[src/hdl/lmra_pkg.sv]
package lmra_pkg;
   localparam logic [1:0] SEL_RED   = 2'd0;
   localparam logic [1:0] SEL_GREEN = 2'd1;
   localparam logic [1:0] SEL_BLUE  = 2'd2;
   localparam logic [1:0] SEL_BLACK = 2'd3;
   localparam logic [2:0] REG_DECAY  = 3'd0;
   localparam logic [2:0] REG_FALL   = 3'd1;
   localparam logic [2:0] REG_SPAWN  = 3'd2;
   localparam logic [2:0] REG_THRESH = 3'd3;
   localparam logic [2:0] REG_TINT   = 3'd4;
   localparam logic [2:0] REG_SELECT = 3'd5;
   localparam logic [2:0] REG_SEED   = 3'd6;
   localparam logic [15:0] LFSR_TAPS = 16'hB400;
   localparam logic [14:0] RAND_MAX_VAL = 15'h7FFF;
   localparam logic [7:0] FULL = 8'hFF;
endpackage

[src/hdl/led_matrix_rain_animator.sv]
// Channel | Dir | Payload
// req     | in  | tdata[15:0] elapsed_ms
// rsp     | out | tdata[31:0] row,col,red,green,blue (pad), tlast frame_last
// csr     | in  | APB, 7 registers at 4*i
// A tick holds req_tready low until the last pixel is registered for output and,
// when a fall runs, until the fall pass ends; every division goes through one serial divider.
// Each pixel steps through update, shade setup, a divider wait and output.
// Synchronous reset clears the map through ROWS*COLS valid bits; the result
// register stalls the sequencer while it holds a result and rsp_tready is low.
module led_matrix_rain_animator import lmra_pkg::*; #(
   parameter int ROWS = 4,
   parameter int COLS = 16
) (
   input  logic        clock,
   input  logic        reset,
   input  logic        req_tvalid,
   output logic        req_tready,
   input  logic [15:0] req_tdata,   // elapsed_ms
   output logic        rsp_tvalid,
   input  logic        rsp_tready,
   output logic [31:0] rsp_tdata,   // pixel_row[2:0] pixel_col[6:3] red green blue, pad
   output logic        rsp_tlast,   // frame_last
   input  logic        csr_psel,
   input  logic        csr_penable,
   input  logic        csr_pwrite,
   input  logic [4:0]  csr_paddr,
   input  logic [31:0] csr_pwdata,
   output logic [31:0] csr_prdata,
   output logic        csr_pready
);
   localparam int NPIX = ROWS * COLS;
   localparam int RW = $clog2(ROWS);
   localparam int PW = $clog2(NPIX);
   localparam int CW = (COLS > 1) ? $clog2(COLS) : 1;

   localparam logic [3:0] S_IDLE = 4'd0, S_DEC = 4'd1, S_LIM = 4'd2, S_PIX = 4'd3,
      S_SHD = 4'd4, S_SHW = 4'd5, S_OUT = 4'd6, S_FALL = 4'd7, S_DECW = 4'd8,
      S_LIMW = 4'd9, S_FMV = 4'd10;

   logic [15:0] decay_ms_ff, period_ff, seed_ff, lfsr_ff, lfsr_in, timer_ff, timer_in;
   logic [14:0] sdiv_ff;
   logic [7:0]  thr_ff, tint_ff;
   logic [1:0]  csel_ff;
   logic        fell_ff, fell_in;
   logic [3:0]  st_ff, st_in;
   logic [7:0]  map_ff [NPIX];
   logic [NPIX-1:0] vld_ff;
   logic [7:0]  rd_ff;
   logic        rdv_ff;
   logic [PW-1:0] pix_ff, pix_in;
   logic [RW-1:0] row_ff, row_in, row_nx;
   logic [CW-1:0] col_ff, col_in, col_nx;
   logic        last_pix;
   logic        pfull_ff, pfull_in;
   logic [15:0] elap_ff, elap_in;
   logic [7:0]  decay_ff, decay_in, lvl_ff, lvl_in, pri_ff, pri_in, sec_ff, sec_in;
   logic [14:0] lim_ff, lim_in;
   logic        ov_ff, ov_in, ol_ff, ol_in;
   logic [31:0] od_ff, od_in;
   logic        wr_en;
   logic [7:0]  wr_val, cur;
   logic        dstart, ddone;
   logic [23:0] dnd, dq;
   logic [15:0] dsr;
   logic [16:0] tsum;
   logic [15:0] lnext;
   logic        cw;
   logic [7:0]  r8, g8, b8;

   lmra_divider u_div (.clock, .reset, .start(dstart), .dividend(dnd), .divisor(dsr),
      .done(ddone), .quotient(dq));

   assign cw = csr_psel && csr_penable && csr_pwrite;
   assign csr_pready = 1'b1;
   always_comb begin
      unique case (csr_paddr[4:2])
         REG_DECAY:  csr_prdata = {16'd0, decay_ms_ff};
         REG_FALL:   csr_prdata = {16'd0, period_ff};
         REG_SPAWN:  csr_prdata = {17'd0, sdiv_ff};
         REG_THRESH: csr_prdata = {24'd0, thr_ff};
         REG_TINT:   csr_prdata = {24'd0, tint_ff};
         REG_SELECT: csr_prdata = {30'd0, csel_ff};
         REG_SEED:   csr_prdata = {16'd0, seed_ff};
         default: csr_prdata = '0;
      endcase
   end

   assign last_pix = pix_ff == PW'(NPIX - 1);
   assign row_nx = (row_ff == RW'(ROWS - 1)) ? '0 : row_ff + 1'b1;
   assign col_nx = (row_ff == RW'(ROWS - 1)) ? col_ff + 1'b1 : col_ff;
   assign cur = rdv_ff ? rd_ff : 8'd0;
   assign lnext = {1'b0, lfsr_ff[15:1]} ^ (lfsr_ff[0] ? LFSR_TAPS : 16'd0);
   assign req_tready = st_ff == S_IDLE;
   assign tsum = {1'b0, timer_ff} + {1'b0, req_tdata};

   always_comb begin
      st_in = st_ff; pix_in = pix_ff; elap_in = elap_ff; decay_in = decay_ff;
      lim_in = lim_ff; lvl_in = lvl_ff; pri_in = pri_ff; sec_in = sec_ff;
      timer_in = timer_ff; fell_in = fell_ff; lfsr_in = lfsr_ff;
      ov_in = ov_ff; ol_in = ol_ff; od_in = od_ff;
      row_in = row_ff; col_in = col_ff; pfull_in = pfull_ff;
      r8 = '0; g8 = '0; b8 = '0;
      wr_en = 1'b0; wr_val = cur; dstart = 1'b0; dnd = '0; dsr = '0;
      if (ov_ff && rsp_tready) ov_in = 1'b0;
      unique case (st_ff)
         S_IDLE: if (req_tvalid) begin
            elap_in = req_tdata;
            timer_in = tsum[16] ? 16'hFFFF : tsum[15:0];
            pix_in = '0; row_in = '0; col_in = '0;
            st_in = S_DEC;
         end
         S_DEC: begin
            dstart = 1'b1; dnd = 24'(elap_ff) * 24'd255; dsr = decay_ms_ff; st_in = S_DECW;
         end
         S_DECW: if (ddone) begin
            decay_in = (dq > 24'd255) ? 8'hFF : dq[7:0]; st_in = S_LIM;
         end
         S_LIM: begin
            dstart = 1'b1; dnd = 24'(RAND_MAX_VAL); dsr = {1'b0, sdiv_ff}; st_in = S_LIMW;
         end
         S_LIMW: if (ddone) begin
            lim_in = dq[14:0]; st_in = S_PIX;
         end
         S_PIX: begin
            wr_en = 1'b1;
            if (row_ff == '0 && fell_ff && (lnext[14:0] < lim_ff)) wr_val = FULL;
            else if (cur != 8'd0 && cur != FULL)
               wr_val = (cur <= decay_ff) ? 8'd0 : cur - decay_ff;
            if (row_ff == '0 && fell_ff) lfsr_in = lnext;
            lvl_in = wr_val;
            st_in = S_SHD;
         end
         S_SHD: begin
            dstart = 1'b1;
            if (lvl_ff > thr_ff) begin
               pri_in = FULL;
               dnd = 24'(16'(tint_ff) * 16'(lvl_ff - thr_ff)); dsr = 16'(FULL - thr_ff);
            end else begin
               sec_in = '0;
               dnd = 24'(16'(lvl_ff) * 16'd255); dsr = 16'(thr_ff);
            end
            st_in = S_SHW;
         end
         S_SHW: if (ddone) begin
            if (lvl_ff > thr_ff) sec_in = dq[7:0];
            else pri_in = dq[7:0];
            st_in = S_OUT;
         end
         S_OUT: if (!ov_ff || rsp_tready) begin
            unique case (csel_ff)
               SEL_RED:   begin r8 = pri_ff; g8 = sec_ff; b8 = sec_ff; end
               SEL_GREEN: begin r8 = sec_ff; g8 = pri_ff; b8 = sec_ff; end
               SEL_BLUE:  begin r8 = sec_ff; g8 = sec_ff; b8 = pri_ff; end
               default:   begin r8 = '0; g8 = '0; b8 = '0; end
            endcase
            ov_in = 1'b1;
            od_in = {1'b0, b8, g8, r8, 4'(col_ff), 3'(row_ff)};
            ol_in = last_pix;
            if (last_pix) st_in = S_FALL;
            else begin
               pix_in = pix_ff + 1'b1; row_in = row_nx; col_in = col_nx; st_in = S_PIX;
            end
         end
         S_FALL: begin
            pix_in = '0; row_in = '0; col_in = '0; pfull_in = 1'b0;
            if (timer_ff > period_ff) begin
               fell_in = 1'b1; timer_in = '0; st_in = S_FMV;
            end else begin
               fell_in = 1'b0; st_in = S_IDLE;
            end
         end
         S_FMV: begin
            // move a full drop down one row, leave a fading pixel behind
            wr_en = 1'b1;
            if (row_ff != '0 && pfull_ff) wr_val = FULL;
            else if (cur == FULL) wr_val = 8'hFE;
            pfull_in = cur == FULL;
            if (last_pix) st_in = S_IDLE;
            else begin
               pix_in = pix_ff + 1'b1; row_in = row_nx; col_in = col_nx;
            end
         end
         default: st_in = S_IDLE;
      endcase
      if (cw && csr_paddr[4:2] == REG_SEED)
         lfsr_in = (csr_pwdata[15:0] == '0) ? 16'd1 : csr_pwdata[15:0];
   end

   always_ff @(posedge clock) begin
      if (wr_en) map_ff[pix_ff] <= wr_val;
      rd_ff <= map_ff[pix_in];
   end

   always_ff @(posedge clock) begin
      if (reset) begin
         decay_ms_ff <= 16'd2000; period_ff <= 16'd180; sdiv_ff <= 15'd18;
         thr_ff <= 8'd208; tint_ff <= 8'd192; csel_ff <= SEL_GREEN; seed_ff <= 16'd44257;
         lfsr_ff <= 16'd44257; st_ff <= S_IDLE; timer_ff <= '0; fell_ff <= 1'b0;
         vld_ff <= '0; ov_ff <= 1'b0;
      end else begin
         st_ff <= st_in; timer_ff <= timer_in; fell_ff <= fell_in; ov_ff <= ov_in;
         lfsr_ff <= lfsr_in;
         if (wr_en) vld_ff[pix_ff] <= 1'b1;
         if (cw) begin
            unique case (csr_paddr[4:2])
               REG_DECAY:  decay_ms_ff <= csr_pwdata[15:0];
               REG_FALL:   period_ff <= csr_pwdata[15:0];
               REG_SPAWN:  sdiv_ff <= csr_pwdata[14:0];
               REG_THRESH: thr_ff <= csr_pwdata[7:0];
               REG_TINT:   tint_ff <= csr_pwdata[7:0];
               REG_SELECT: csel_ff <= csr_pwdata[1:0];
               REG_SEED:   seed_ff <= csr_pwdata[15:0];
               default: ;
            endcase
         end
      end
      rdv_ff <= vld_ff[pix_in];
      pix_ff <= pix_in; row_ff <= row_in; col_ff <= col_in; pfull_ff <= pfull_in;
      elap_ff <= elap_in; decay_ff <= decay_in; lim_ff <= lim_in;
      lvl_ff <= lvl_in; pri_ff <= pri_in; sec_ff <= sec_in; od_ff <= od_in; ol_ff <= ol_in;
   end

   assign rsp_tvalid = ov_ff;
   assign rsp_tdata = od_ff;
   assign rsp_tlast = ol_ff;

   a_ready_idle: assert property (@(posedge clock) disable iff (reset)
      req_tready |-> !(st_ff == S_OUT)) else $error("ready while emitting");
   a_hold: assert property (@(posedge clock) disable iff (reset)
      rsp_tvalid && !rsp_tready |=> rsp_tvalid && $stable(rsp_tdata))
      else $error("result dropped");
endmodule

[src/hdl/lmra_divider.sv]
// Restoring divider: 24-bit dividend, 16-bit divisor, one quotient bit per cycle.
module lmra_divider import lmra_pkg::*; (
   input  logic        clock,
   input  logic        reset,
   input  logic        start,
   input  logic [23:0] dividend,
   input  logic [15:0] divisor,
   output logic        done,
   output logic [23:0] quotient
);
   logic [23:0] q_ff, q_in;
   logic [16:0] r_ff, r_in;
   logic [15:0] d_ff, d_in;
   logic [4:0]  cnt_ff, cnt_in;
   logic        busy_ff, busy_in;
   logic [16:0] trial;

   always_comb begin
      q_in = q_ff; r_in = r_ff; d_in = d_ff; cnt_in = cnt_ff; busy_in = busy_ff;
      trial = {r_ff[15:0], q_ff[23]};
      if (start) begin
         q_in = dividend; r_in = '0; d_in = divisor; cnt_in = 5'd24; busy_in = 1'b1;
      end else if (busy_ff) begin
         if (trial >= {1'b0, d_ff}) begin
            r_in = trial - {1'b0, d_ff};
            q_in = {q_ff[22:0], 1'b1};
         end else begin
            r_in = trial;
            q_in = {q_ff[22:0], 1'b0};
         end
         cnt_in = cnt_ff - 5'd1;
         if (cnt_ff == 5'd1) busy_in = 1'b0;
      end
   end

   always_ff @(posedge clock) begin
      q_ff <= q_in; r_ff <= r_in; d_ff <= d_in;
      if (reset) begin
         cnt_ff <= '0; busy_ff <= 1'b0;
      end else begin
         cnt_ff <= cnt_in; busy_ff <= busy_in;
      end
   end

   assign done = busy_ff && cnt_ff == 5'd1;
   assign quotient = (d_ff == '0) ? '0 : q_in;
endmodule
[config.mk]
export PLATFORM = sky130hd
export DESIGN_NAME = led_matrix_rain_animator
export DESIGN_NICKNAME = d
export VERILOG_FILES = /design/src/hdl/lmra_pkg.sv /design/src/hdl/led_matrix_rain_animator.sv /design/src/hdl/lmra_divider.sv
export SDC_FILE = /design/constraint.sdc
export NUM_CORES = 2
export LEC_CHECK = 0
export BUFFER_PORTS_ARGS = -buffer_cell sky130_fd_sc_hd__buf_2
export CAP_MARGIN = 10
export CORE_AREA = 2 2 284 286
export DETAILED_ROUTE_END_ITERATION = 10
export DIE_AREA = 0 0 286 288
export PLACE_DENSITY = 0.75
export SLEW_MARGIN = 20
export SYNTH_ARGS = -nofsm -noshare
export SYNTH_HDL_FRONTEND = slang
export SYNTH_SLANG_ARGS = --single-unit
[constraint.sdc]
create_clock -name clock -period 10.23 [get_ports clock]
set_input_delay 2.046 -clock clock [delete_from_list [all_inputs] [get_ports clock]]
set_output_delay 2.046 -clock clock [all_outputs]
set_load 0.05 [all_outputs]
==> metrics.md <==
| Metric | Value |
|---|---|
| Final WL | `114.4 mm` |
| Gr usage total | `28.03%` |
| CP startpoint kind | `flop` |
| Hold Slack | `0.4489 ns` |
| Asr flop ratio synth | `0%` |
| R2R depth | `29` |
| Critical Path AT | `~9.3 ns` |
| # setup viols final | `0` |
| Number of global-route vias before repair | `29835` |
| Setup crit start | `lvl_ff[0]` |
| Crit path to | `decay_ff[0]` |
| Iter 0 DRT Violations | `3058` |
| CP most frequent cell | `inv_1` |
| Placed insts | `4836` |
| Postcts setup bufs | `0` |
| Worst VDD drop | `0.6017 mV` |
| Cell variety after synth | `87` |
| GP Congestion | `~0.9` |
| Final non-filler cell total | `5002` |
| Vias after detailed routing | `30561` |
| Syn Std Cell Area | `46310 um2` |
| I/O pins | `128` |
| First-pass DRT Iterations | `6` |
| Setup TNS | `0 ns` |
| Fraction of layout cells with a size suffix above 1 | `12.28%` |
| CP max FO | `8` |
| Hold Vio Cnt, Final | `0` |
| Inserted Clock Buffers | `88` |
| Port Buffer Count | `90` |
| Routed Antenna Nets | `0` |
| Min cycle time layout | `about 9.0 ns` |
| Post-synth EDFFs | `629` |
| Hold Path Class | `reg2reg` |
| Syn-to-layout area delta | `9.036%` |
| DP Wirelength | `78.37 mm` |
| Core area | `79640 um2` |
| Die Y | `288 um` |
| CTS tree | `yes` |
| Max-cap violations | `0` |
| Largest net degree at the start of global routing | `105` |
| Crit share post-route | `88.06%` |
| Post-CTS Resized | `0` |
| Worst EP required | `around 11 ns` |
| Antenna cell count | `0` |
| Fillers | `roughly 5900` |
| CTS Sinks | `873` |
| Slowest Stage Delay on Critical Path | `0.69 ns` |
| Count of state elements after synthesis | `873` |
| Fin worst setup slack | `1.222 ns` |
| FF-to-FF Start | `lvl_ff[0]` |
| CP Class | `reg2reg` |
| Pwr dens | `between 300 and 400 nW/um2` |
| Final Max Slew Viols | `0` |
| Hold buffer count at CTS | `0` |
| Top FF cell, synth | `edfxtp_1` |
| Slew @ Worst Pin | `1.205 ns` |
| Clock root buffer | `clkbuf_16` |
| Synth warn | `0` |
| H-tree levels | `3` |
| Number of vias per cell | `6.110` |
| Later-pin clock latency in the skew report | `0.69 ns` |
| Initial antenna violation count | `1` |
| CTS Buffer Depth | `3` |
| Nets | `4314` |
| Die W | `286 um` |
| First-pass GRT wire length | `approximately 180 mm` |
| Leakage power | `19.42 nW` |
| GRT overflow | `0` |
| Maximum clock frequency | `0.1110 GHz` |
| Register area share after synthesis | `51.34%` |
| Row count | `roughly 100` |
| Drt drc | `0` |
| RSZ-0062 raised after global routing | `no` |
| RR Endpoint | `decay_ff[0]` |
| Initial Util | `58.15%` |
| Pre-CTS setup slack | `1.320 ns` |
| Clock slew at the register clock pins of the worst setup and hold paths | `0.06 ns` |
| Avg Cell Area, Syn | `12.07 um2` |
| WL/cell | `between 20 and 25 um` |
| Crit end category | `flop` |
| Die ar. | `82370 um2` |
| R2r setup slk | `1.22 ns` |
| Outcome | `complete, no violations` |
| Slowest stage cell, crit path | `fa_1` |
| Syn Inst Count | `3835` |
| Clock skew | `around 0.052 ns` |
| Slew HR | `19.58%` |
worst max-delay path: cells and delay by family, from the launching register on:
kind,cells,cell delay (ns)
adders and majority gates,7,3.20
buffers and inverters,6,0.53
and+or+nand+nor,3,1.30
AOI/OAI and AO/OA,13,3.15
DFF,1,0.52
placed cells by master, fill, tap and decap left out, types with 14 or more instances in the layout:
cell	synthesis	routed
nor3_1	32	31
buf_4	26	33
nor2b_1	36	35
xor2_1	40	40
mux2i_1	75	75
a31oi_1	15	15
conb_1	2	19
o21ai_0	118	118
buf_2	25	89
nand2b_1	28	28
o21ba_2	15	15
o21a_1	17	17
a21oi_1	209	209
ha_1	211	211
mux4_2	146	146
a22oi_1	121	114
nor4_1	14	14
nand2_1	313	313
and3_1	21	21
xnor2_1	52	52
o211ai_1	16	16
dfxtp_1	244	243
a21o_1	33	32
and2_1	50	48
o22ai_1	16	16
clkbuf_16	0	88
a211oi_1	23	23
edfxtp_1	629	629
inv_1	356	356
nand3_1	43	43
nor2_1	360	356
or2_2	16	16
or3_1	15	15
fa_1	176	176
clkinv_2	0	14
clkbuf_1	121	24
cell type report:
cell class                      instances  area, um2  share of cell area, %
Sequential cell                       873      23770                  47.09
Multi-Input combinational cell       2420      20390                  40.38
Clock buffer                          125       2471                  4.894
Inverter                              359       1348                  2.669
Tap cell                             1060       1326                  2.627
Timing Repair Buffer                  125      744.5                  1.474
Clock inverter                         40      439.2                 0.8698
registers in the layout, indices dropped and copies added (netlist names), 15 cells and up:
name and flops:
decay_ms_ff 16, elap_ff 16, lfsr_ff 16, lim_ff 15, map_ff 512, period_ff 16, rsp_tdata 30, sdiv_ff 15
seed_ff 16, timer_ff 16, u_div.d_ff 16, u_div.q_ff 24, u_div.r_ff 16, vld_ff 64
report_power, final:
part           leakage, nW  internal (mW)  total (mW)  switching, mW
combinational         10.3           3.51        9.17           5.66
sequential            7.73           4.15        4.39          0.236
clock                 1.41           1.79        3.22           1.43
how the worst min path moves through the flow:
| stage | endpoint | cells after the start | start | slack [ns] |
|---|---|---|---|---|
| 4_1_cts | seed_ff[13] | 2 | seed_ff[13] | 0.45 |
| 2_1_floorplan | seed_ff[10] | 2 | seed_ff[10] | 0.42 |
| 3_5_place_dp | seed_ff[13] | 2 | seed_ff[13] | 0.44 |
| 5_1_grt | seed_ff[3] | 2 | seed_ff[3] | 0.47 |
| 3_3_place_gp | seed_ff[13] | 2 | seed_ff[13] | 0.43 |
| 6_report | seed_ff[13] | 2 | seed_ff[13] | 0.45 |
metrics by stage:
stage	cell area [um2]	util [%]	power (mW)
2_1_floorplan	46370	-	11.19
3_3_place_gp	47560	59.72	13.32
3_5_place_dp	47560	59.72	13.42
4_1_cts	50470	63.38	16.68
5_1_grt	50490	63.40	18.04
6_report	50490	63.40	16.79
kinds of logic (layout without fill, tap and decap cells):
logic type      Yosys count  count (layout)  share of synthesized area, %
fa+ha+maj               387             387                         13.31
other cells               2              19                       0.01622
xor+xnor                 92              92                         1.740
buf+inv                 559             649                         4.947
simple gates            995             995                         9.838
compound gates          695             695                         9.819
mux                     232             232                         8.990
flops                   873             873                         51.34
synthesized netlist by cell type (16+ instances only):
cell type / n / area share, %
edfxtp_1: 629 / 41
nor2_1: 360 / 2.9
inv_1: 356 / 2.9
nand2_1: 313 / 2.5
dfxtp_1: 244 / 11
ha_1: 211 / 5.7
a21oi_1: 209 / 2.3
fa_1: 176 / 7.6
mux4_2: 146 / 7.1
a22oi_1: 121 / 2.0
clkbuf_1: 121 / 0.98
o21ai_0: 118 / 1.3
mux2i_1: 75 / 1.6
xnor2_1: 52 / 0.98
and2_1: 50 / 0.68
nand3_1: 43 / 0.46
xor2_1: 40 / 0.76
nor2b_1: 36 / 0.49
a21o_1: 33 / 0.54
nor3_1: 32 / 0.35
nand2b_1: 28 / 0.38
buf_4: 26 / 0.42
buf_2: 25 / 0.27
a211oi_1: 23 / 0.37
and3_1: 21 / 0.28
buf_1: 17 / 0.14
o21a_1: 17 / 0.28
o211ai_1: 16 / 0.26
o22ai_1: 16 / 0.22
or2_2: 16 / 0.22
layer usage:
layer	routed length (um)	global-route usage [%]	part of all wire, %
met5	13	0	0.011
met4	4850	11.13	4.2
met3	9134	4.184	8.0
met2	54420	45.39	48
met1	45990	38.41	40
No activity file was read; power rests on OpenSTA's default activity.
